<file path="src/rtl/escape_rle_byte_encoder_defines.svh">
// Assertion macros for the escape RLE byte encoder.
// No dependencies; included by files that carry concurrent checks.
`ifndef ESCAPE_RLE_BYTE_ENCODER_DEFINES_SVH
`define ESCAPE_RLE_BYTE_ENCODER_DEFINES_SVH

// Same-cycle implication, disabled while reset is high.
`define ERLE_ASSERT_NOW(label, clk, rst, ante, cons) \
  label: assert property (@(posedge clk) disable iff (rst) (ante) |-> (cons)) \
    else $error("escape rle encoder: same-cycle check failed");

// Next-cycle implication, disabled while reset is high.
`define ERLE_ASSERT_NEXT(label, clk, rst, ante, cons) \
  label: assert property (@(posedge clk) disable iff (rst) (ante) |=> (cons)) \
    else $error("escape rle encoder: next-cycle check failed");

`endif

</file>
<file path="src/rtl/erle_pkg.sv">
// Package for the escape RLE byte encoder: codes, constants, burst types
// and the run-to-bytes function. No dependencies.
package erle_pkg;

  localparam logic [7:0] ESC_BYTE    = 8'hFF;
  localparam logic [7:0] ESC_ZERO    = 8'h00;
  localparam logic [7:0] MIN_CAP     = 8'd3;
  localparam logic [7:0] MIN_RESET   = 8'd3;
  localparam logic [7:0] MAX_RESET   = 8'd255;
  localparam int         MAX_RESULTS = 8;
  localparam int         CNT_W       = $clog2(MAX_RESULTS + 1);

  localparam logic [7:0] REG_MIN_RUN = 8'd0;
  localparam logic [7:0] REG_MAX_RUN = 8'd1;

  typedef logic [MAX_RESULTS-1:0][7:0] burst_t;

  // Bytes of one closed run: byte 0 goes out first, unused bytes are zero.
  typedef struct packed {
    logic [3:0][7:0] bytes;
    logic [2:0]      n;
  } run_emit_t;

  function automatic run_emit_t emit_run(input logic [7:0] value,
                                         input logic [7:0] count,
                                         input logic [7:0] min_cfg);
    run_emit_t  r;
    logic [7:0] min_eff;
    min_eff = (min_cfg > MIN_CAP) ? MIN_CAP : min_cfg;
    r = '0;
    if (count == 8'd0) begin
      r.n = 3'd0;
    end else if (count >= min_eff) begin
      r.bytes[0] = ESC_BYTE;
      r.bytes[1] = count;
      r.bytes[2] = value;
      r.n        = 3'd3;
    end else if (value == ESC_BYTE) begin
      // literal FF goes out as FF 00; a literal run is one or two bytes long
      r.bytes[0] = ESC_BYTE;
      r.bytes[1] = ESC_ZERO;
      if (count[1]) begin
        r.bytes[2] = ESC_BYTE;
        r.bytes[3] = ESC_ZERO;
        r.n        = 3'd4;
      end else begin
        r.n = 3'd2;
      end
    end else begin
      r.bytes[0] = value;
      if (count[1]) begin
        r.bytes[1] = value;
        r.n        = 3'd2;
      end else begin
        r.n = 3'd1;
      end
    end
    return r;
  endfunction

endpackage

</file>
<file path="src/rtl/escape_rle_byte_encoder.sv">
// Channel   Handshake              Payload
// in        in_valid / in_ready    data_byte[7:0], end_of_stream
// out       out_valid / out_ready  out_byte[7:0], last_of_input, stream_done
// cfg       cfg_valid / cfg_ready  cfg_index[7:0], cfg_data[7:0]
//
// A request causes k encoded bytes (0..8); requests whose run continues give
// 0 bytes and stream in at one per cycle while no burst byte is pending. The
// single output register sends one byte per cycle while out_ready is high.
// Reset (rst, synchronous) clears the run state, the burst count and out_valid
// and loads the register defaults (min 3, max 255). A stalled output holds
// its byte; the input takes a new request while the last burst byte leaves.
// Depends on erle_pkg and escape_rle_byte_encoder_defines.svh.
`include "escape_rle_byte_encoder_defines.svh"

module escape_rle_byte_encoder (
  input  logic       clk,
  input  logic       rst,
  input  logic       in_valid,
  output logic       in_ready,
  input  logic [7:0] data_byte,
  input  logic       end_of_stream,
  output logic       out_valid,
  input  logic       out_ready,
  output logic [7:0] out_byte,
  output logic       last_of_input,
  output logic       stream_done,
  input  logic       cfg_valid,
  output logic       cfg_ready,
  input  logic [7:0] cfg_index,
  input  logic [7:0] cfg_data
);

  logic [7:0] min_run_length;
  logic [7:0] max_run_length;
  logic [7:0] run_value;
  logic [7:0] run_count;
  logic [7:0] run_value_next;
  logic [7:0] run_count_next;

  erle_pkg::burst_t           pend_bytes;
  logic [erle_pkg::CNT_W-1:0] pend_cnt;
  logic                       pend_eos;

  logic                       in_accept;
  logic                       pop;
  logic                       extend;
  logic [7:0]                 grown_count;
  erle_pkg::run_emit_t        close_emit;
  erle_pkg::run_emit_t        flush_emit;
  erle_pkg::burst_t           burst_new;
  logic [erle_pkg::CNT_W-1:0] burst_cnt;

  assign cfg_ready = 1'b1;

  assign pop       = (pend_cnt != '0) && (!out_valid || out_ready);
  assign in_ready  = (pend_cnt == '0) ||
                     ((pend_cnt == erle_pkg::CNT_W'(1)) && pop);
  assign in_accept = in_valid && in_ready;

  // close the held run unless the byte extends it
  assign extend      = (run_count != 8'd0) && (data_byte == run_value) &&
                       (run_count < max_run_length);
  assign grown_count = extend ? (run_count + 8'd1) : 8'd1;

  always_comb begin
    close_emit = erle_pkg::emit_run(run_value, extend ? 8'd0 : run_count,
                                    min_run_length);
    flush_emit = erle_pkg::emit_run(extend ? run_value : data_byte,
                                    end_of_stream ? grown_count : 8'd0,
                                    min_run_length);
    burst_new  = erle_pkg::burst_t'(close_emit.bytes) |
                 (erle_pkg::burst_t'(flush_emit.bytes) << {close_emit.n, 3'b000});
    burst_cnt  = erle_pkg::CNT_W'(close_emit.n) + erle_pkg::CNT_W'(flush_emit.n);
    if (end_of_stream) begin
      run_value_next = 8'd0;
      run_count_next = 8'd0;
    end else begin
      run_value_next = extend ? run_value : data_byte;
      run_count_next = grown_count;
    end
  end

  always_ff @(posedge clk) begin
    if (rst) begin
      min_run_length <= erle_pkg::MIN_RESET;
      max_run_length <= erle_pkg::MAX_RESET;
    end else if (cfg_valid) begin
      case (cfg_index)
        erle_pkg::REG_MIN_RUN: min_run_length <= cfg_data;
        erle_pkg::REG_MAX_RUN: max_run_length <= cfg_data;
        default: ;
      endcase
    end
  end

  always_ff @(posedge clk) begin
    if (rst) begin
      run_value <= 8'd0;
      run_count <= 8'd0;
    end else if (in_accept) begin
      run_value <= run_value_next;
      run_count <= run_count_next;
    end
  end

  // burst buffer: byte 0 is next out, shifts down on each pop
  always_ff @(posedge clk) begin
    if (rst) begin
      pend_cnt <= '0;
    end else if (in_accept) begin
      pend_cnt <= burst_cnt;
    end else if (pop) begin
      pend_cnt <= pend_cnt - erle_pkg::CNT_W'(1);
    end
  end

  always_ff @(posedge clk) begin
    if (in_accept) begin
      pend_bytes <= burst_new;
      pend_eos   <= end_of_stream;
    end else if (pop) begin
      pend_bytes <= pend_bytes >> 8;
    end
  end

  always_ff @(posedge clk) begin
    if (rst) begin
      out_valid <= 1'b0;
    end else if (pop) begin
      out_valid <= 1'b1;
    end else if (out_ready) begin
      out_valid <= 1'b0;
    end
  end

  always_ff @(posedge clk) begin
    if (pop) begin
      out_byte      <= pend_bytes[0];
      last_of_input <= (pend_cnt == erle_pkg::CNT_W'(1));
      stream_done   <= (pend_cnt == erle_pkg::CNT_W'(1)) && pend_eos;
    end
  end

  `ERLE_ASSERT_NOW(a_burst_bound, clk, rst, 1'b1,
    pend_cnt <= erle_pkg::CNT_W'(erle_pkg::MAX_RESULTS))
  `ERLE_ASSERT_NEXT(a_eos_clears_run, clk, rst, in_accept && end_of_stream,
    run_count == 8'd0 && run_value == 8'd0)
  `ERLE_ASSERT_NOW(a_done_is_last, clk, rst, out_valid && stream_done,
    last_of_input)
  `ERLE_ASSERT_NEXT(a_stall_holds_burst, clk, rst, out_valid && !out_ready && !in_accept,
    pend_cnt == $past(pend_cnt))

endmodule
</file>
<file path="config.mk">
export PLATFORM = sky130hd
export DESIGN_NAME = escape_rle_byte_encoder
export DESIGN_NICKNAME = d
export VERILOG_FILES = /design/src/rtl/erle_pkg.sv /design/src/rtl/escape_rle_byte_encoder.sv
export VERILOG_INCLUDE_DIRS = /design/src /design/src/rtl
export SDC_FILE = /design/constraint.sdc
export NUM_CORES = 1
export LEC_CHECK = 0
export BUFFER_PORTS_ARGS = -buffer_cell sky130_fd_sc_hd__buf_2
export CORE_ASPECT_RATIO = 0.6
export CORE_MARGIN = 2
export CORE_UTILIZATION = 25
export CTS_CLUSTER_SIZE = 20
export DETAILED_ROUTE_END_ITERATION = 8
export GPL_ROUTABILITY_DRIVEN = 0
export SLEW_MARGIN = 20
export SYNTH_ARGS = -nofsm -noshare
export SYNTH_HDL_FRONTEND = slang
export SYNTH_SLANG_ARGS = --single-unit
</file>
<file path="constraint.sdc">
create_clock -name clk -period 4.3 [get_ports clk]
set_input_delay 0.215 -clock clk [delete_from_list [all_inputs] [get_ports clk]]
set_output_delay 0.215 -clock clk [all_outputs]
set_load 0.1 [all_outputs]
</file>
# Yosys cells after proc, flatten, opt, wreduce, memory -nomap -nowiden
# Index checks and enable logic that the tools add are counted.
op_classes:
  n_addsub: 3
  magnitude_cmp: 4
  n_eq_ne: 5
  n_shift: 1
  mux: 33
  n_bitwise: 1
  reduce_logical: 19
op_table:
  columns: ["operator", "n"]
  rows:
  - ["$mux W64", 2]
  - ["$mux W8", 13]
  - ["$mux W32", 2]
  - ["$or A32 B64 Y64", 1]
  - ["$shl A32 B6 Y64", 1]
  - ["$mux W27", 2]
  - ["$mux W19", 2]
  - ["$mux W16", 2]
  - ["$logic_not A8 Y1", 3]
  - ["$eq A8 B8 Y1 const B", 2]
  - ["$ge A8 B8 Y1", 2]
  - ["$mux W3", 4]
  - ["$add A8 B1 Y8 const B", 1]
  - ["$eq A8 B1 Y1 const B", 1]
  - ["$eq A8 B8 Y1", 1]
  - ["$gt A8 B2 Y1 const B", 1]
  - ["$lt A8 B8 Y1", 1]
  - ["$mux W4", 2]
  - ["$reduce_bool A8 Y1", 1]
  - ["$logic_and A1 B1 Y1", 6]
  - ["$add A3 B3 Y4", 1]
  - ["$eq A4 B1 Y1 const B", 1]
  - ["$logic_not A4 Y1", 1]
  - ["$mux W2", 2]
  - ["other kinds (7)", 11]
totals:
  register_bits: 112
  output_inout_bits: 13
  wordCells: 84

# Logic depth before layout (Yosys ltp)
depth:
  depth_word: 12
  ltp_mapped: 23

# Worst setup path before layout
# No wires, ideal clock.
synth_timing:
  path_type: "register to register"
  startpoint: "register out_valid"
  endpoint: "register pend_bytes[0] (netlist bit), enable pin"
  setup_ps: 424
  arrival_ps: 5567
  path_slack_ps: -1690
  path_stages_with_launch: 8
  path_buffers: 2
  path_cell_list: "dfxtp_1 -> nand2b_1 -> a21oi_1 -> nor3_1 -> nand2_1 -> clkbuf_1 -> buf_1 -> nand2_1"
synth_between:
  elab_chain_cells: 7
synth_rtl:
  columns: ["element", "line", "rtl"]
  rows:
  - ["start, declared", "escape_rle_byte_encoder.sv:22", "output logic out_valid,"]
  - ["start signal, assigned", "escape_rle_byte_encoder.sv:128", "out_valid <= 1'b0;"]
  - ["start signal, assigned", "escape_rle_byte_encoder.sv:130", "out_valid <= 1'b1;"]
  - ["start signal, assigned", "escape_rle_byte_encoder.sv:132", "out_valid <= 1'b0;"]
  - ["$logic_not A1 Y1", "escape_rle_byte_encoder.sv:55", "assign pop = (pend_cnt != '0) && (!out_valid || out_ready);"]
  - ["$logic_or A1 B1 Y1", "escape_rle_byte_encoder.sv:55", null]
  - ["$logic_and A1 B1 Y1", "escape_rle_byte_encoder.sv:55", null]
  - ["$logic_and A1 B1 Y1", "escape_rle_byte_encoder.sv:57", "((pend_cnt == erle_pkg::CNT_W'(1)) && pop);"]
  - ["$logic_or A1 B1 Y1", "escape_rle_byte_encoder.sv:56", "assign in_ready = (pend_cnt == '0) ||"]
  - ["net in_ready", "escape_rle_byte_encoder.sv:19", "output logic in_ready,"]
  - ["$logic_and A1 B1 Y1", "escape_rle_byte_encoder.sv:58", "assign in_accept = in_valid && in_ready;"]
  - ["$reduce_bool A2 Y1 (no source line)", null, null]
  - ["end signal, assigned", "escape_rle_byte_encoder.sv:119", "pend_bytes <= burst_new;"]
  - ["end signal, assigned", "escape_rle_byte_encoder.sv:122", "pend_bytes <= pend_bytes >> 8;"]
  - ["end, declared", "escape_rle_byte_encoder.sv:40", "erle_pkg::burst_t pend_bytes;"]
# The timed path passes the listed nets, and every way through them passes these cells.
# A chain may end at the register's enable or synchronous reset.

# Worst setup path after layout
layout_timing:
  startpoint: "register max_run_length[2]"
  endpoint: "register pend_cnt[2] (netlist bit)"
layout_between:
  elab_chain_cells: 10
layout_rtl:
  columns: ["element", "line", "rtl"]
  rows:
  - ["start, declared", "escape_rle_byte_encoder.sv:34", "logic [7:0] max_run_length;"]
  - ["start signal, assigned", "escape_rle_byte_encoder.sv:86", "max_run_length <= erle_pkg::MAX_RESET;"]
  - ["start signal, assigned", "escape_rle_byte_encoder.sv:90", "erle_pkg::REG_MAX_RUN: max_run_length <= cfg_data;"]
  - ["$lt A8 B8 Y1 (*)", "escape_rle_byte_encoder.sv:62", "(run_count < max_run_length);"]
  - ["$logic_and A1 B1 Y1 (*)", "escape_rle_byte_encoder.sv:61", "assign extend = (run_count != 8'd0) && (data_byte == run_value) &&"]
  - ["branches (longest 6 deep; another with $ge A8 B8 Y1)", null, null]
  - ["$add A3 B3 Y4 (*)", "escape_rle_byte_encoder.sv:73", "burst_cnt = erle_pkg::CNT_W'(close_emit.n) + erle_pkg::CNT_W'(flush_emit.n);"]
  - ["$mux W4 (*)", "escape_rle_byte_encoder.sv:110", "end else if (in_accept) begin"]
  - ["end signal, assigned", "escape_rle_byte_encoder.sv:111", "pend_cnt <= burst_cnt;"]
  - ["end signal, assigned", "escape_rle_byte_encoder.sv:113", "pend_cnt <= pend_cnt - erle_pkg::CNT_W'(1);"]
  - ["end, declared", "escape_rle_byte_encoder.sv:41", "logic [erle_pkg::CNT_W-1:0] pend_cnt;"]
# Mark *: on every way between the ends.

==> metrics.cfg <==
[setup_path]
cp_data_arrival_time_ns = 4.48
crit_buf_inv = 3
critPathLaunch = max_run_length[2]$_SDFFE_PP1P_
slowest_delay_ns = 0.39
cp-end-kind = register
slowest_stage = fa_2
crit_type = reg -> reg
required_ns = 4.53
cp_cell_sequence = inv_2 -> ha_4 -> a211o_1 -> a31oi_4 -> o311ai_4 -> or2_4 -> buf_12 -> and2_1 -> ha_1 -> nor2_2 -> a21oi_1 -> or2_2 -> and2_2 -> o21ai_4 -> inv_4 -> ha_2 -> fa_2 -> xor2_1 -> a221oi_2 -> nor2_1
r2r-start = max_run_length[2]$_SDFFE_PP1P_
cp-start-kind = register
worstPathMaxFanout = 9
critical-path-top-delay-family = simple AND/OR/NAND/NOR gates

[power_and_ir_drop]
clockPowerShare = 0.197
leakagePower_uw = 0.00333
p_int_uw = 2660
power_frac_seq = 0.412
power.switching_uw = 1910
pwr-share-comb = 0.391
fin_total_pwr_uw = 4570
ir_drop_mv = 0.491
power_density_nw_per_um2 = 531
sw_frac_of_total = 0.418

[grt]
antenna_found_initial = 1
grt_pass1_vias = 5782
grt_remaining_overflow = 0
grt_max_degree = 50
grt_usage = 0.159
grt_pass1_wl_microns = 34700

[cts]
clockBufferDepth = 2
h-tree-depth = 3
ctsHoldBuffers = 0
cts-root-buf = clkbuf_16
cts_buffers = 9
cts_tree = yes
cts.sinks = 112
clk_pin_slew_ns = 0.08
clkLatencyLatePin_ns = 0.37

[floorplan]
rows = 46
core_sq_um = 26500
die_w_microns = 217
pin_count = 43
fp.dieH_microns = 132
die-area_sq_um = 28500
floorplan.initialDensity = 0.256

[finish]
instances_no_fill = 1176
drive_above_1_share = 0.275
seq_area_sq_um = 3000
syn_to_final_growth_pct = 27.0
num_antenna_cells = 0
nFillCells = 2693
final_cell_mix = buf_4 (80), nand2_1 (78), edfxtp_1 (75)
final_area_sq_um = 8620
nNetsFinal = 875
final_common_cell = buf_4
final_util = 0.325
multi_input_area_sq_um = 3850

[synthesis]
syn_area_sq_um = 6790
synthFlopType = edfxtp_1
async_reset_ff_frac = 0
synthAdderAreaFrac = 0.0638
synth_xor_area_frac = 0.0243
yosys-top-cells-area = edfxtp_1 (33%), dfxtp_1 (11%), ha_1 (6.1%)
yosys.area_share.simple = 0.181
muxShareOfSynthArea = 0.0297
avgSynthCellArea_sq_um = 9.52
yosysWarnings = 0
synth_seq_cells = 112
seq_area_frac_synth = 0.441
yosysUniqueCellTypes = 76
synth_top_area_frac = 0.332
yosys.area.top_type = edfxtp_1
synthCells = 713
synth_enable_flop_cells = 75
synth_compound_area_frac = 0.206
synth_top_family_by_area = compound AO/OA/AOI/OAI gates

[timing]
period_share = 0.990
drv_slew = 0
hold_viol = 0
tightest_slew_ns = 0.896
slew_headroom = 0.401
setup_violations = 0
rsz0062_at_grt = yes
clock.fmax_ghz = 0.235
skew_ns = 0.00954
period_needed_ns = 4.26

[placement]
dp_cells = 1145
postPlaceCellArea_sq_um = 7830
port_buffers = 41
place_hpwl_microns = 16600

[drt]
ant_nets = 0
drt_iter0_markers = 710
first_pass_iters = 7
drcViolationCount = 0
routed_wl_microns = 22800
routedWlPerCell_microns = 19.4
route.vias.total = 6166
drt-vias-per-instance = 5.24

[status]
outcome = complete, no violations

[min_path]
holdCritStartpoint = cfg_data[1]
hp-class = in -> reg

[run]
drv_cap = 0

==> final timing paths <==
path | to | slack (ns) | depth (start not counted)
hold reg to reg | out_byte[1]$_DFFE_PP_ | 0.42 | 0
setup reg to reg | pend_cnt[2]$_SDFFE_PP0P_ | 0.04 | 20
setup / recovery | pend_cnt[2]$_SDFFE_PP0P_ | 0.04 | 20
hold / removal | min_run_length[1]$_SDFFE_PP1P_ | 0.07 | 2
==> routing by layer <==
layer	routed length (microns)	part of all wire	up-vias	track usage
met3	2890	0.13	27	0.0523
li1	-	-	2826	-
met2	8610	0.38	346	0.202
met5	18	0.00079	-	0
met4	273	0.012	2	0.0346
met1	11000	0.48	2965	0.249
==> power groups by stage <==
| stage | Combinational [uW] | Clock [uW] | Sequential [uW] |
|---|---|---|---|
| after detailed placement | 1730 | 0 | 1910 |
| after CTS | 1750 | 920 | 1890 |
| after global routing | 1920 | 953 | 1920 |
| after global placement | 1710 | 0 | 1890 |
| final | 1790 | 903 | 1880 |
| after floorplan | 857 | 0 | 2280 |
==> repair_timing <==
item / in CTS / in global routing
pin swaps: 19 / 9
resized for setup: 32 / 40
buffers inserted: 11 / 3
cloned: 0 / 1
endpoints found under the setup margin: 27 / 57
hold endpoints to repair: 0 / 0
==> cell usage after synthesis, drive strengths merged, types with 2 or more instances <==
| cell type | count |
|---|---|
| a211o | 12 |
| xnor2 | 8 |
| a21oi | 29 |
| buf | 18 |
| nand2b | 8 |
| o311ai | 3 |
| inv | 32 |
| nor3b | 2 |
| a21o | 6 |
| and2 | 8 |
| o21ai | 44 |
| and3b | 3 |
| and3 | 5 |
| o211ai | 16 |
| a31oi | 12 |
| or3 | 5 |
| nand4 | 6 |
| nand3 | 13 |
| nor2b | 3 |
| ha | 33 |
| o221ai | 15 |
| a211oi | 7 |
| a311oi | 2 |
| nor4 | 9 |
| o31a | 3 |
| or2 | 5 |
| clkbuf | 32 |
| dfxtp | 37 |
| o22a | 5 |
| a22oi | 2 |
| mux2i | 19 |
| o32ai | 3 |
| nor3 | 13 |
| o21a | 2 |
| a221o | 2 |
| nand3b | 12 |
| edfxtp | 75 |
| a2111oi | 7 |
| xor2 | 10 |
| nand2 | 85 |
| o22ai | 8 |
| nor2 | 74 |
| o2111ai | 7 |
==> kinds of logic (layout without fill, tap and decap cells) <==
logic type                 count (synthesis)  after routing
adders and majority gates                 34             34
xor gates and xnor gates                  18             18
DFF                                      112            112
AOI/OAI and AO/OA                        191            191
buffers and inverters                     83            175
other                                      1             12
and+or+nand+nor                          254            254
muxes                                     20             20
==> flip-flops by register name (all words and copies together), names as in the netlist, 4 cells and up <==
register and cells:
out_byte 8, pend_cnt 4, run_value 8, run_count 8, max_run_length 8, min_run_length 8, pend_bytes 64
==> layout make-up <==
| type | count | share of cell area |
|---|---|---|
| timing repair buffer | 126 | 0.104 |
| tap | 360 | 0.0522 |
| clock buffer | 10 | 0.0266 |
| multi-input combinational | 529 | 0.446 |
| inverter | 33 | 0.0147 |
| clock inverter | 6 | 0.00842 |
| sequential | 112 | 0.348 |
==> metrics by stage <==
step           setup TNS (ns)  hold WS [ns]  worst slack, ns
3_3_place_gp           -0.495         0.404           -0.128
6_report                    0        0.0746           0.0435
2_1_floorplan           -1.77         0.314          -0.0982
3_5_place_dp           -0.932         0.405           -0.190
5_1_grt                -0.172        0.0746           -0.134
4_1_cts               -0.0179        0.0644          -0.0179
(Power assumes the default switching activity.)
